### src/rtl/core/mf3_pkg.sv
`timescale 1ns / 1ps
`default_nettype none

package mf3_pkg;

  localparam int PIX_W         = 8;
  localparam int ROW_W         = 12;
  localparam int IMG_W_W       = 11;
  localparam int IMG_H_W       = 13;
  localparam int CFG_W         = 13;
  localparam int CFG_IDX_W     = 2;
  localparam int MED_TAPS      = 9;
  localparam int MAX_WIDTH_DEF = 1024;
  localparam int MAX_HEIGHT    = 4096;
  localparam int RESET_WIDTH   = 640;
  localparam int RESET_HEIGHT  = 480;

  // register indexes
  localparam logic [CFG_IDX_W-1:0] REG_IMAGE_WIDTH  = 2'd0;
  localparam logic [CFG_IDX_W-1:0] REG_IMAGE_HEIGHT = 2'd1;

  typedef logic [PIX_W-1:0] pix_t;
  typedef pix_t [MED_TAPS-1:0] win_t;

  // per-pixel bookkeeping carried down the pipe
  typedef struct packed {
    logic             has_result;
    logic             frame_last;
    logic [ROW_W-1:0] row;
  } pix_tag_t;

endpackage

`default_nettype wire

### src/rtl/core/mf3_median.sv
`timescale 1ns / 1ps
`default_nettype none

module mf3_median
  import mf3_pkg::*;
(
  input  wire win_t win,
  output pix_t      med
);

  // compare-exchange: afterwards v[a] <= v[b]
  function automatic win_t cx(input win_t v, input int a, input int b);
    win_t r;
    r = v;
    if (v[a] > v[b]) begin
      r[a] = v[b];
      r[b] = v[a];
    end
    return r;
  endfunction

  win_t p;

  // 19-exchange selection network, median lands in tap 4
  always_comb begin
    p = win;
    p = cx(p, 1, 2); p = cx(p, 4, 5); p = cx(p, 7, 8);
    p = cx(p, 0, 1); p = cx(p, 3, 4); p = cx(p, 6, 7);
    p = cx(p, 1, 2); p = cx(p, 4, 5); p = cx(p, 7, 8);
    p = cx(p, 0, 3); p = cx(p, 5, 8); p = cx(p, 4, 7);
    p = cx(p, 3, 6); p = cx(p, 1, 4); p = cx(p, 2, 5);
    p = cx(p, 4, 7); p = cx(p, 4, 2); p = cx(p, 6, 4);
    p = cx(p, 4, 2);
    med = p[4];
  end

endmodule

`default_nettype wire

### config.mk
export PLATFORM = sky130hd
export DESIGN_NAME = mf3_median
export DESIGN_NICKNAME = d
export VERILOG_FILES = /design/src/rtl/core/mf3_pkg.sv /design/src/rtl/core/mf3_median.sv
export SDC_FILE = /design/constraint.sdc
export NUM_CORES = 1
export LEC_CHECK = 0
export ABC_CLOCK_PERIOD_IN_PS = 29800
export BUFFER_PORTS_ARGS = -buffer_cell sky130_fd_sc_hd__buf_2
export CAP_MARGIN = 30
export CORE_MARGIN = 8
export CORE_UTILIZATION = 55
export DETAILED_ROUTE_END_ITERATION = 6
export PLACE_DENSITY = 0.74
export SLEW_MARGIN = 20
export SYNTH_ARGS = -nofsm -noshare
export SYNTH_HDL_FRONTEND = slang
export SYNTH_SLANG_ARGS = --single-unit
### constraint.sdc
create_clock -name vclk -period 29.8
set_clock_uncertainty 0.1 [all_clocks]
set_input_delay 4.47 -clock vclk [all_inputs]
set_output_delay 4.47 -clock vclk [all_outputs]
set_load 0.01 [all_outputs]
Word level (Yosys, flattened, before mapping)
Index checks and enable logic that the tools add are counted.
- register bits: 0
- latch bits: 0
- RAM bits: 0
- bits in read-only memories: 0
- input bits: 72
- output and inout bits: 8
- logic and storage cells: 40
- memories: 0
- add/subtract/negate cells: 0
- multipliers: 0
- divide/modulo/power cells: 0
- $lt $le $gt $ge: 19
- equal/unequal tests: 0
- shift-type cells: 0
- multiplexer cells: 21
- bitwise gates (word level): 0
- reductions and logical operators: 0
- operators by type and width (operator ; number):
    8-bit greater-than comparator ; 19
    16-bit two-way mux ; 9
    8-bit two-way mux ; 12

Logic depth before layout (Yosys ltp)
- word-level depth: 18
- depth in mapped cells: 100
- gate-level depth less buffers: 91

Worst setup path before layout
Ideal clock, no wire load.
- path type: input -> output
- start: in win[71] in the netlist's numbering
- end: out med[0]
- arrival time: 19.443 ns
- required time: 25.230 ns
- path slack: 5.787 ns
- stages: 87
- path buffers: 9
- cell sequence: inv_1 > ha_1 > nand4_1 > nor2_1 > nor2_1 > nor2_2 > clkbuf_1 > a21oi_1 > ha_1 > nand4_1 > o21ai_0 > o221ai_1 > o21a_1 > buf_6 > clkbuf_1 > o21ai_0 > inv_1 > ha_1 > [51 not listed] > nand4_1 > a211o_1 > o41ai_1 > a21oi_2 > nor2_8 > buf_2 > o21ai_1 > ha_1 > o21a_1 > o21ai_0 > nand2b_1 > a21oi_1 > o21ai_0 > o21a_1 > nand2_1 > inv_1 > o2bb2ai_1 > nor4_1
- word-level cells in the longest chain between the ends: 18
- elaborated cells on any way between the ends: 26
- those cells by class: order compare: 12; mux: 14
- RTL lines (element ; RTL line ; RTL):
    from (decl) ; mf3_median.sv:7 ; input wire win_t win,
    8-bit greater-than comparator ; mf3_median.sv:15 ; if (v[a] > v[b]) begin
    16-bit two-way mux * ; mf3_median.sv:15 ;
    8-bit greater-than comparator ; mf3_median.sv:15 ;
    16-bit two-way mux ; mf3_median.sv:15 ;
    8-bit greater-than comparator ; mf3_median.sv:15 ;
    16-bit two-way mux ; mf3_median.sv:15 ;
    8-bit greater-than comparator ; mf3_median.sv:15 ;
    8-bit two-way mux ; mf3_median.sv:15 ;
    [2 not listed] ; -- ;
    8-bit greater-than comparator ; mf3_median.sv:15 ;
    8-bit two-way mux ; mf3_median.sv:15 ;
    8-bit greater-than comparator ; mf3_median.sv:15 ;
    8-bit two-way mux ; mf3_median.sv:15 ;
    8-bit greater-than comparator ; mf3_median.sv:15 ;
    8-bit two-way mux ; mf3_median.sv:15 ;
    8-bit greater-than comparator ; mf3_median.sv:15 ;
    8-bit two-way mux * ; mf3_median.sv:15 ;
    to (decl) ; mf3_median.sv:8 ; output pix_t med
Mark *: on every way between the ends. The rest lies on a longest branch, timed or not.

Worst setup path after layout
Ends and elaborated chain as after synthesis.

==> impl_metrics.py <==
metrics = {
    "cells_and_area": {
        "nFlopsAndLatches": 0,
        "seq_area_um2": 0,
        "clock_buffers": 0,
        "drive_gt1_frac": 0.1299,
        "areaGrowthSynthToFinish_pct": 7.747,
        "final_common_cell": "ha_1",
        "final_util": 0.5975,
        "insertedDiodeCount": 0,
        "layout_common_cells": "ha_1, a21oi_1, nand2_1",
        "layout.nets": 1299,
    },
    "sta": {
        "slew_viol_final": 0,
        "tightestPinTransition_ns": 0.8470,
        "maxSlewHeadroom": 0.4353,
        "fin_hold_ws_ns": 9.641,
        "tns_ns": 0,
        "rsz0062_at_grt": "no",
        "hold_viol_final": 0,
        "setup_viol": 0,
        "layout_setup_ws_ns": 3.416,
        "fin_crit_ns": 26.38,
        "post-route-period-util": 0.8854,
        "fmax_ghz": 0.03790,
    },
    "job": {
        "max_cap_viol_count": 0,
    },
    "synthesis": {
        "synth_largest_area_cell": "ha_1",
        "syn_area_mm2": 0.006913,
        "yosysUniqueCellTypes": 67,
        "synth.avg_cell_area_um2": 6.738,
        "yosys.area.top_type_share": 0.2661,
        "yosys-top-cells-area": "ha_1, a21oi_1, mux2i_1",
        "synthCells": 1026,
        "yosys_warnings": 0,
        "synth_nets": 1245,
        "ys_seq_area_frac": 0,
    },
    "clock_tree": {
        "ctsResizeCount": 0,
        "postCtsSetupBuffers": 0,
        "hold_buffers": 0,
    },
    "routing": {
        "vias": 7508,
        "wire_per_inst_um": 15.74,
        "ant_nets": 0,
        "viasPerCell": 6.006,
        "drt_wl_total_um": 19680,
        "firstDrtPassIters": 6,
        "drc": 0,
        "first_iter_violations": 656,
    },
    "worst_setup_path": {
        "slowest_stage": "o21a_1",
        "cp_max_fo": 27,
        "worstSetupPathType": "in -> out",
        "cp-start-kind": "input pin",
        "worstPathRequired_ns": 25.23,
        "endpoint_kind": "primary output",
        "crit_top_cell": "o21ai_0",
        "max_stage_delay_ns": 0.71,
        "arrival_ns": 21.81,
    },
    "worst_hold_path": {
        "holdPathEnd": "med[2]",
        "hold_class": "in -> out",
        "whs_path_depth": 6,
        "min-delay-start": "win[50]",
    },
    "global_route": {
        "grt_max_degree": 33,
        "grt_pass1_wl_um": 32060,
        "grt_pass1_vias": 6731,
        "grt.total_usage": 0.2316,
        "overflow": 0,
        "antenna_found_initial": 0,
    },
    "floorplanning": {
        "fp.dieH_um": 128.1,
        "core_region_area_mm2": 0.01247,
        "start_util": 0.5546,
        "ios": 80,
        "die_x_um": 128.1,
        "core.rowCount": 41,
        "die_area_mm2": 0.01641,
    },
    "placed_design": {
        "dp_hpwl_um": 16910,
        "numPortBuffers": 80,
        "pre_cts_slack_ns": 3.760,
        "place.gp.congestion": 0.9722,
    },
    "outcome": {
        "status": "finished clean",
    },
}
-- per-layer routing --
| metal | part of all wire | GRT usage | vias up | routed length [um] |
|---|---|---|---|---|
| met2 | 0.44 | 0.3793 | 273 | 8634 |
| met4 | 0.024 | 0.04965 | 0 | 476 |
| met1 | 0.47 | 0.3197 | 3351 | 9154 |
| met3 | 0.072 | 0.02080 | 31 | 1416 |
| li1 | - | - | 3853 | - |
| met5 | 0 | 0 | - | 0 |
-- how the worst max path moves through the flow --
stage	start	end	slack, ns	cells after the start
after floorplan	win[71]	med[0]	5.79	87
after global placement	win[65]	med[0]	4.00	84
after detailed placement	win[65]	med[0]	3.76	82
after CTS	win[65]	med[0]	3.71	82
after global routing	win[71]	med[0]	2.00	86
final	win[71]	med[0]	3.42	81
-- worst max-delay path: cells and delay by family --
family | cells | cell delay (ns)
compound gates | 36 | 6.76
simple gates | 27 | 6.00
fa+ha+maj | 9 | 2.65
mux | 3 | 1.23
buf+inv | 6 | 0.71
-- through the flow --
step           cells  area [um2]
6_report        1250        7448
5_1_grt         1250        7448
4_1_cts         1248        7422
3_5_place_dp    1248        7422
3_3_place_gp    1248        7422
2_1_floorplan   1026        6913
-- cell usage after synthesis (all sizes together), types with 27 or more instances --
library cell  instances
o21a                 33
ha                  147
mux2                 28
mux2i                53
nand3                33
clkbuf               27
a21oi               119
o21ai               105
inv                  88
nor2                 97
a21o                 31
nand2                95
-- layout make-up --
type / instances / area, um2
Multi-Input combinational cell: 902 / 6435
Inverter: 88 / 330.3
Tap cell: 172 / 215.2
Fill cell: 1236 / 5017
Timing Repair Buffer: 88 / 467.9
-- logic make-up after synthesis --
group	Yosys count	synth area share
adder cells (fa/ha/maj)	147	0.2661
buffers and inverters	124	0.07077
AO/OA/AOI/OAI	343	0.3097
AND/OR/NAND/NOR	329	0.2275
XOR/XNOR	2	0.002534
multiplexers	81	0.1234
Power is not shown: default switching activity piles up to over one toggle a cycle in this logic, so the estimate is an artifact.
