==> src/rtl/core/mf3_pkg.sv <==
`timescale 1ns / 1ps
`default_nettype none

package mf3_pkg;

  localparam int PIX_W         = 8;
  localparam int ROW_W         = 12;
  localparam int IMG_W_W       = 11;
  localparam int IMG_H_W       = 13;
  localparam int CFG_W         = 13;
  localparam int CFG_IDX_W     = 2;
  localparam int MED_TAPS      = 9;
  localparam int MAX_WIDTH_DEF = 1024;
  localparam int MAX_HEIGHT    = 4096;
  localparam int RESET_WIDTH   = 640;
  localparam int RESET_HEIGHT  = 480;

  // register indexes
  localparam logic [CFG_IDX_W-1:0] REG_IMAGE_WIDTH  = 2'd0;
  localparam logic [CFG_IDX_W-1:0] REG_IMAGE_HEIGHT = 2'd1;

  typedef logic [PIX_W-1:0] pix_t;
  typedef pix_t [MED_TAPS-1:0] win_t;

  // per-pixel bookkeeping carried down the pipe
  typedef struct packed {
    logic             has_result;
    logic             frame_last;
    logic [ROW_W-1:0] row;
  } pix_tag_t;

endpackage

`default_nettype wire

==> src/rtl/core/mf3_coord.sv <==
`timescale 1ns / 1ps
`default_nettype none

module mf3_coord
  import mf3_pkg::*;
#(
  parameter int MAX_WIDTH = MAX_WIDTH_DEF
) (
  input  wire logic                         clk,
  input  wire logic                         rst_n,
  input  wire logic                         cfg_we,
  input  wire logic [CFG_IDX_W-1:0]         cfg_index,
  input  wire logic [CFG_W-1:0]             cfg_wdata,
  input  wire logic                         adv,
  output logic      [$clog2(MAX_WIDTH)-1:0] col,
  output logic      [$clog2(MAX_WIDTH)-1:0] col_m1,
  output pix_tag_t                          tag
);

  localparam int COL_W = $clog2(MAX_WIDTH);
  localparam int RST_W = (RESET_WIDTH > MAX_WIDTH) ? MAX_WIDTH : RESET_WIDTH;

  logic [COL_W-1:0]   col_r, col_nxt, last_col_r, last_col_nxt;
  logic [ROW_W-1:0]   row_r, row_nxt, last_row_r, last_row_nxt;
  logic [IMG_W_W-1:0] wval;
  logic [IMG_H_W-1:0] hval;
  logic               cfg_hit;

  // clamp written sizes into range, keep them as last index
  always_comb begin
    wval = cfg_wdata[IMG_W_W-1:0];
    hval = cfg_wdata[IMG_H_W-1:0];
    if (wval < IMG_W_W'(3)) begin
      last_col_nxt = COL_W'(2);
    end else if (32'(wval) > MAX_WIDTH) begin
      last_col_nxt = COL_W'(MAX_WIDTH - 1);
    end else begin
      last_col_nxt = COL_W'(wval - 1'b1);
    end
    if (hval < IMG_H_W'(3)) begin
      last_row_nxt = ROW_W'(2);
    end else if (32'(hval) > MAX_HEIGHT) begin
      last_row_nxt = ROW_W'(MAX_HEIGHT - 1);
    end else begin
      last_row_nxt = ROW_W'(hval - 1'b1);
    end
  end

  assign cfg_hit = cfg_we &&
                   (cfg_index == REG_IMAGE_WIDTH || cfg_index == REG_IMAGE_HEIGHT);

  always_comb begin
    col_nxt = col_r;
    row_nxt = row_r;
    if (cfg_hit) begin
      col_nxt = '0;
      row_nxt = '0;
    end else if (adv) begin
      if (col_r == last_col_r) begin
        col_nxt = '0;
        row_nxt = (row_r == last_row_r) ? '0 : row_r + 1'b1;
      end else begin
        col_nxt = col_r + 1'b1;
      end
    end
  end

  always_ff @(posedge clk) begin
    if (!rst_n) begin
      col_r      <= '0;
      row_r      <= '0;
      last_col_r <= COL_W'(RST_W - 1);
      last_row_r <= ROW_W'(RESET_HEIGHT - 1);
    end else begin
      col_r <= col_nxt;
      row_r <= row_nxt;
      if (cfg_we && cfg_index == REG_IMAGE_WIDTH) begin
        last_col_r <= last_col_nxt;
      end
      if (cfg_we && cfg_index == REG_IMAGE_HEIGHT) begin
        last_row_r <= last_row_nxt;
      end
    end
  end

  assign col            = col_r;
  assign col_m1         = col_r - 1'b1;
  assign tag.has_result = (row_r >= ROW_W'(2)) && (col_r >= COL_W'(2));
  assign tag.frame_last = (row_r == last_row_r) && (col_r == last_col_r);
  assign tag.row        = row_r - 1'b1;

`ifndef NO_ASSERTIONS
  a_col_bound: assert property (@(posedge clk) disable iff (!rst_n)
    col_r <= last_col_r)
    else $error("column counter past end of row");
  a_row_bound: assert property (@(posedge clk) disable iff (!rst_n)
    row_r <= last_row_r)
    else $error("row counter past end of frame");
`endif

endmodule

`default_nettype wire
==> config.mk <==
export PLATFORM = sky130hd
export DESIGN_NAME = mf3_coord
export DESIGN_NICKNAME = d
export VERILOG_FILES = /design/src/rtl/core/mf3_pkg.sv /design/src/rtl/core/mf3_coord.sv
export SDC_FILE = /design/constraint.sdc
export NUM_CORES = 1
export LEC_CHECK = 0
export BUFFER_PORTS_ARGS = -buffer_cell sky130_fd_sc_hd__buf_4
export CAP_MARGIN = 30
export CELL_PAD_IN_SITES_DETAIL_PLACEMENT = 1
export CELL_PAD_IN_SITES_GLOBAL_PLACEMENT = 1
export CORE_MARGIN = 1.5
export CORE_UTILIZATION = 40
export CTS_CLUSTER_DIAMETER = 200
export DETAILED_ROUTE_END_ITERATION = 16
export PLACE_DENSITY_LB_ADDON = 0.12
export SETUP_SLACK_MARGIN = 0.15
export SYNTH_ARGS = -nofsm -noshare
export SYNTH_HDL_FRONTEND = slang
export SYNTH_SLANG_ARGS = --single-unit
export TNS_END_PERCENT = 1
==> constraint.sdc <==
create_clock -name clk -period 2.5 [get_ports clk]
set_input_delay 0 -clock clk [delete_from_list [all_inputs] [get_ports clk]]
set_output_delay 0 -clock clk [all_outputs]
set_load 0.05 [all_outputs]
# Yosys cells after proc, flatten, opt, wreduce, memory -nomap -nowiden
# Cells that the tools add are included.
# Widths: inputs -> output; s select.
totals:
  reg_bits: 44
  mem_count: 0
  rom_bits: 0
  latchBits: 0
  out_inout_bits: 34
  wordCells: 35
  ram_bits: 0
classes:
  mux: 6
  n_eq_ne: 3
  n_bitwise: 1
  addsub: 6
  mul: 0
  n_div: 0
  shifts: 0
  order_cmp: 6
  n_reduce_logical: 9
op_table:
  columns: ["op", "count"]
  rows:
  - ["$mux 12", 3]
  - ["$mux 10", 3]
  - ["$sub 12x1->12 const B", 2]
  - ["$sub 10x1->10 const B", 2]
  - ["$gt 13x13->1 const B", 1]
  - ["$lt 13x2->1 const B", 1]
  - ["$add 12x1->12 const B", 1]
  - ["$eq 12x12->1", 1]
  - ["$ge 12x2->1 const B", 1]
  - ["$gt 11x11->1 const B", 1]
  - ["$lt 11x2->1 const B", 1]
  - ["$add 10x1->10 const B", 1]
  - ["$eq 10x10->1", 1]
  - ["$ge 10x2->1 const B", 1]
  - ["$logic_and 1x1->1", 5]
  - ["$eq 2x1->1 const B", 1]
  - ["$logic_not 2->1", 1]
  - ["$reduce_and 2->1", 1]
  - ["$reduce_or 2->1", 1]
  - ["$logic_or 1x1->1", 1]
  - ["$not 1->1", 1]

# Longest topological paths before layout
logic_depth:
  word_depth: 4
  depth_mapped: 7
  mapped_depth_nobuf: 6

# Least setup slack after synthesis
# Ideal clock, no wire load.
synth_path:
  kind: "register to output"
  startpoint: "register col_r[0], in the netlist col[0]"
  endpoint: "output col_m1[8]"
  n_path_buf: 1
  stages_incl_launch_ff: 7
  arrival_ps: 2424
  required_time_ps: 2500
  slack_ps: 76
  path_cell_list: "dfxtp_1 buf_2 inv_1 ha_1 nand2_1 nor2_1 xnor2_1"
synth_via:
  elab_chain_cells: 1
synth_rtl:
  columns: ["item", "line", "rtl"]
  rows:
  - ["from (decl)", "mf3_coord.sv:23", "logic [COL_W-1:0] col_r, col_nxt, last_col_r, last_col_nxt;"]
  - ["from (signal assigned)", "mf3_coord.sv:75", "col_r <= col_nxt;"]
  - ["$sub 10x1->10", "mf3_coord.sv:87", "assign col_m1 = col_r - 1'b1;"]
  - ["to (decl)", "mf3_coord.sv:16", "output logic [$clog2(MAX_WIDTH)-1:0] col_m1,"]
# No other way between the ends.

# Final worst setup path
layout_path:
  startpoint: "register col_r[4], in the netlist col[4]"
  endpoint: "register row_r[11]"
layout_via:
  elab_chain_cells: 2
layout_rtl:
  columns: ["item", "line", "rtl"]
  rows:
  - ["$eq 10x10->1", "mf3_coord.sv:59", "if (col_r == last_col_r) begin"]
  - ["$reduce_and 2->1 (no source line)", null, null]
  - ["to (signal assigned)", "mf3_coord.sv:76", "row_r <= row_nxt;"]
  - ["to (decl)", "mf3_coord.sv:24", "logic [ROW_W-1:0] row_r, row_nxt, last_row_r, last_row_nxt;"]
# No other way between the ends.
# A chain may end at the register's enable or synchronous reset.

==> results.json <==
{
  "grt_max_degree": 27,
  "die_y_um": 86.45,
  "post-route-period-util": 0.8820,
  "crit_buf_inv": 1,
  "first_global_vias": 2638,
  "synth.distinct_cells": 37,
  "final_core_util": 0.5043,
  "multi_input_area_um2": 1754,
  "dr.max_layer_used": "met4",
  "holdCritPathClass": "in2reg",
  "start_util": 0.4122,
  "yosys.area.top_type": "dfxtp_1",
  "cap_violations": 0,
  "cts_tree": "done",
  "p_per_area_nw_per_um2": 522.2,
  "worst_slew_pin_slew_ps": 778.3,
  "gr-usage-all-layers": 0.2124,
  "finalSetupTns_ps": 0,
  "hold_violations": 0,
  "fillers": 839,
  "rsz0062_at_grt": "no",
  "dr_wl_met3_um": 232,
  "dieArea_um2": 7473,
  "fin_skew_ps": 7.939,
  "htreeDepth": 2,
  "ant_nets": 0,
  "cts_root_buf": "clkbuf_8",
  "finalSetupViolCount": 0,
  "num_io_pins": 53,
  "fin_nets": 431,
  "n_antenna_cell": 0,
  "clkTransAtPathRegs_ps": 90,
  "cp_max_fo": 12,
  "drcViolationCount": 0,
  "antenna_found_initial": 0,
  "grt_overflow": 0,
  "wirelength_mm": 7.641,
  "design_area_um2": 3407,
  "vdd_drop_max_mv": 0.2009,
  "vias": 2576,
  "status": "finished clean",
  "path_class": "reg2reg",
  "core_um2": 6756,
  "grt_first_pass_wirelength_mm": 12.62,
  "crit_family": "simple AND/OR/NAND/NOR gates",
  "ys_seq_area_frac": 0.3163,
  "setup_slack_ps": 295.1,
  "slew_headroom": 0.4743,
  "critical_path.max_stage_delay_ps": 580,
  "wl_met2_mm": 3.837,
  "syn2layout_area_growth_pct": 22.33,
  "clk_latency_ps": 300,
  "place_area_um2": 3236,
  "cp_cell_sequence": "xnor2_1 > nand4_1 > buf_4 > or3_1 > or4_1 > a21oi_1",
  "drt-pass1-iter-count": 4,
  "die_w_um": 86.45,
  "syn_avg_cell_area_um2": 7.715,
  "crit_slowest_cell": "dfxtp_1",
  "leakage_nw": 1.369,
  "cts-buffers-inserted": 5,
  "drtIter0Drc": 67,
  "cp_data_required_time_ps": 2730,
  "syn_nets": 388,
  "drt-vias-per-instance": 5.311,
  "max_freq_ghz": 0.4535,
  "io_buffers": 52,
  "yosys.area.top_type_share": 0.3163,
  "synthesis.yosys.warnings": 0,
  "fp-row-count": 30,
  "post_cts_buffers": 0,
  "start_kind": "flop",
  "syn_area_um2": 2785,
  "synth-seq-cells": 44,
  "slew_viol_final": 0,
  "final_cell_mix": "buf_4, dfxtp_1, nor2_1, nand2_1, xnor2_1",
  "synthFlopType": "dfxtp_1",
  "synth_edf_count": 0,
  "fin_crit_ps": 2205,
  "final_common_cell": "buf_4",
  "met1_length_mm": 3.504,
  "gp_congestion": 0.8459,
  "drive_above_1_share": 0.1802,
  "ys_top_cells_by_area": "dfxtp_1, xnor2_1, xor2_1, nor2_1, nand2_1",
  "synthArstFlopShare": 0,
  "synthCells": 361,
  "cts_sinks": 44,
  "ff_latch_area_um2": 880.8,
  "dp_hpwl_mm": 5.889,
  "wl_per_cell_um": 15.75,
  "preCtsSetupSlack_ps": 313.4,
  "worst_setup_path_end_kind": "flop",
  "cp.arrival_ps": 2430,
  "clk_path_buf_depth": 2
}
[metrics by stage]
| stage | total power [mW] | hold WS [ps] | instances |
|---|---|---|---|
| final | 1.779 | 24.60 | 485 |
| after global routing | 1.840 | 27.68 | 485 |
| after CTS | 1.802 | 17.86 | 485 |
| after detailed placement | 1.043 | 310.2 | 476 |
| after global placement | 1.035 | 281.6 | 476 |
| after floorplan | 0.9405 | 149.9 | 361 |
[Yosys cell counts, types with 4 or more instances]
master / instances
buf_2: 8
clkbuf_1: 16
dfxtp_1: 44
ha_1: 8
inv_1: 12
nand2_1: 39
nand3_1: 26
nand4_1: 12
nor2_1: 40
nor3_1: 9
nor4_1: 16
o21ai_0: 21
or4_1: 4
xnor2_1: 40
xor2_1: 28
[repair_timing]
action | in CTS | in global routing
endpoints found under the hold margin | 1 | 0
setup endpoints to repair | 0 | 1
hold buffers | 1 | 0
resized for setup | 0 | 1
[area by class of cell]
type / count / area share
inverters: 12 / 0.01322
clock inverters: 3 / 0.02644
repair buffers: 62 / 0.1373
multi-input cells: 279 / 0.5149
clock buffers: 5 / 0.02020
flip-flops and latches: 44 / 0.2585
well taps: 80 / 0.02938
[sequential cells by signal, indices dropped and copies added, names as in the netlist]
| name | cells |
|---|---|
| last_col_r | 10 |
| col | 10 |
| row_r | 12 |
| last_row_r | 12 |
[path summary, 6_finish.rpt]
kind,cells past startpoint,end,slack (ps),start
hold reg to reg,2,last_row_r[5]$_SDFFE_PN0P_,470,last_row_r[5]$_SDFFE_PN0P_
setup reg to reg,6,row_r[11]$_SDFFE_PP0P_,300,col[4]$_SDFFE_PP0P_
setup / recovery,6,row_r[11]$_SDFFE_PP0P_,300,col[4]$_SDFFE_PP0P_
hold / removal,2,last_col_r[4]$_SDFFE_PN1P_,20,rst_n
[power breakdown]
group | switching [mW] | internal [mW] | total (mW)
Clock | 0.253 | 0.500 | 0.753
Sequential | 0.0153 | 0.719 | 0.735
Combinational | 0.189 | 0.103 | 0.292
[routing by layer]
metal	vias to the layer above	GRT usage
li1	1309	-
met1	1217	0.2642
met2	45	0.3857
met3	5	0.03143
met4	0	0.04839
met5	-	0
[logic make-up after synthesis]
kind of cell             count (synthesis)  share of synthesized area
multiplexers                             2                   0.007188
XOR/XNOR                                68                     0.2138
AND/OR/NAND/NOR                        166                     0.2938
adder cells (fa/ha/maj)                  8                    0.03594
AO/OA/AOI/OAI                           35                    0.07547
buffers and inverters                   38                    0.05750
flip-flops                              44                     0.3163
[worst reg2reg max path: stages (launching register included)]
cell and delay [ps]:
dfxtp_1 580, xnor2_1 190, nand4_1 130, buf_4 190, or3_1 390, or4_1 510, a21oi_1 140
No activity file was read; power rests on OpenSTA's default activity.
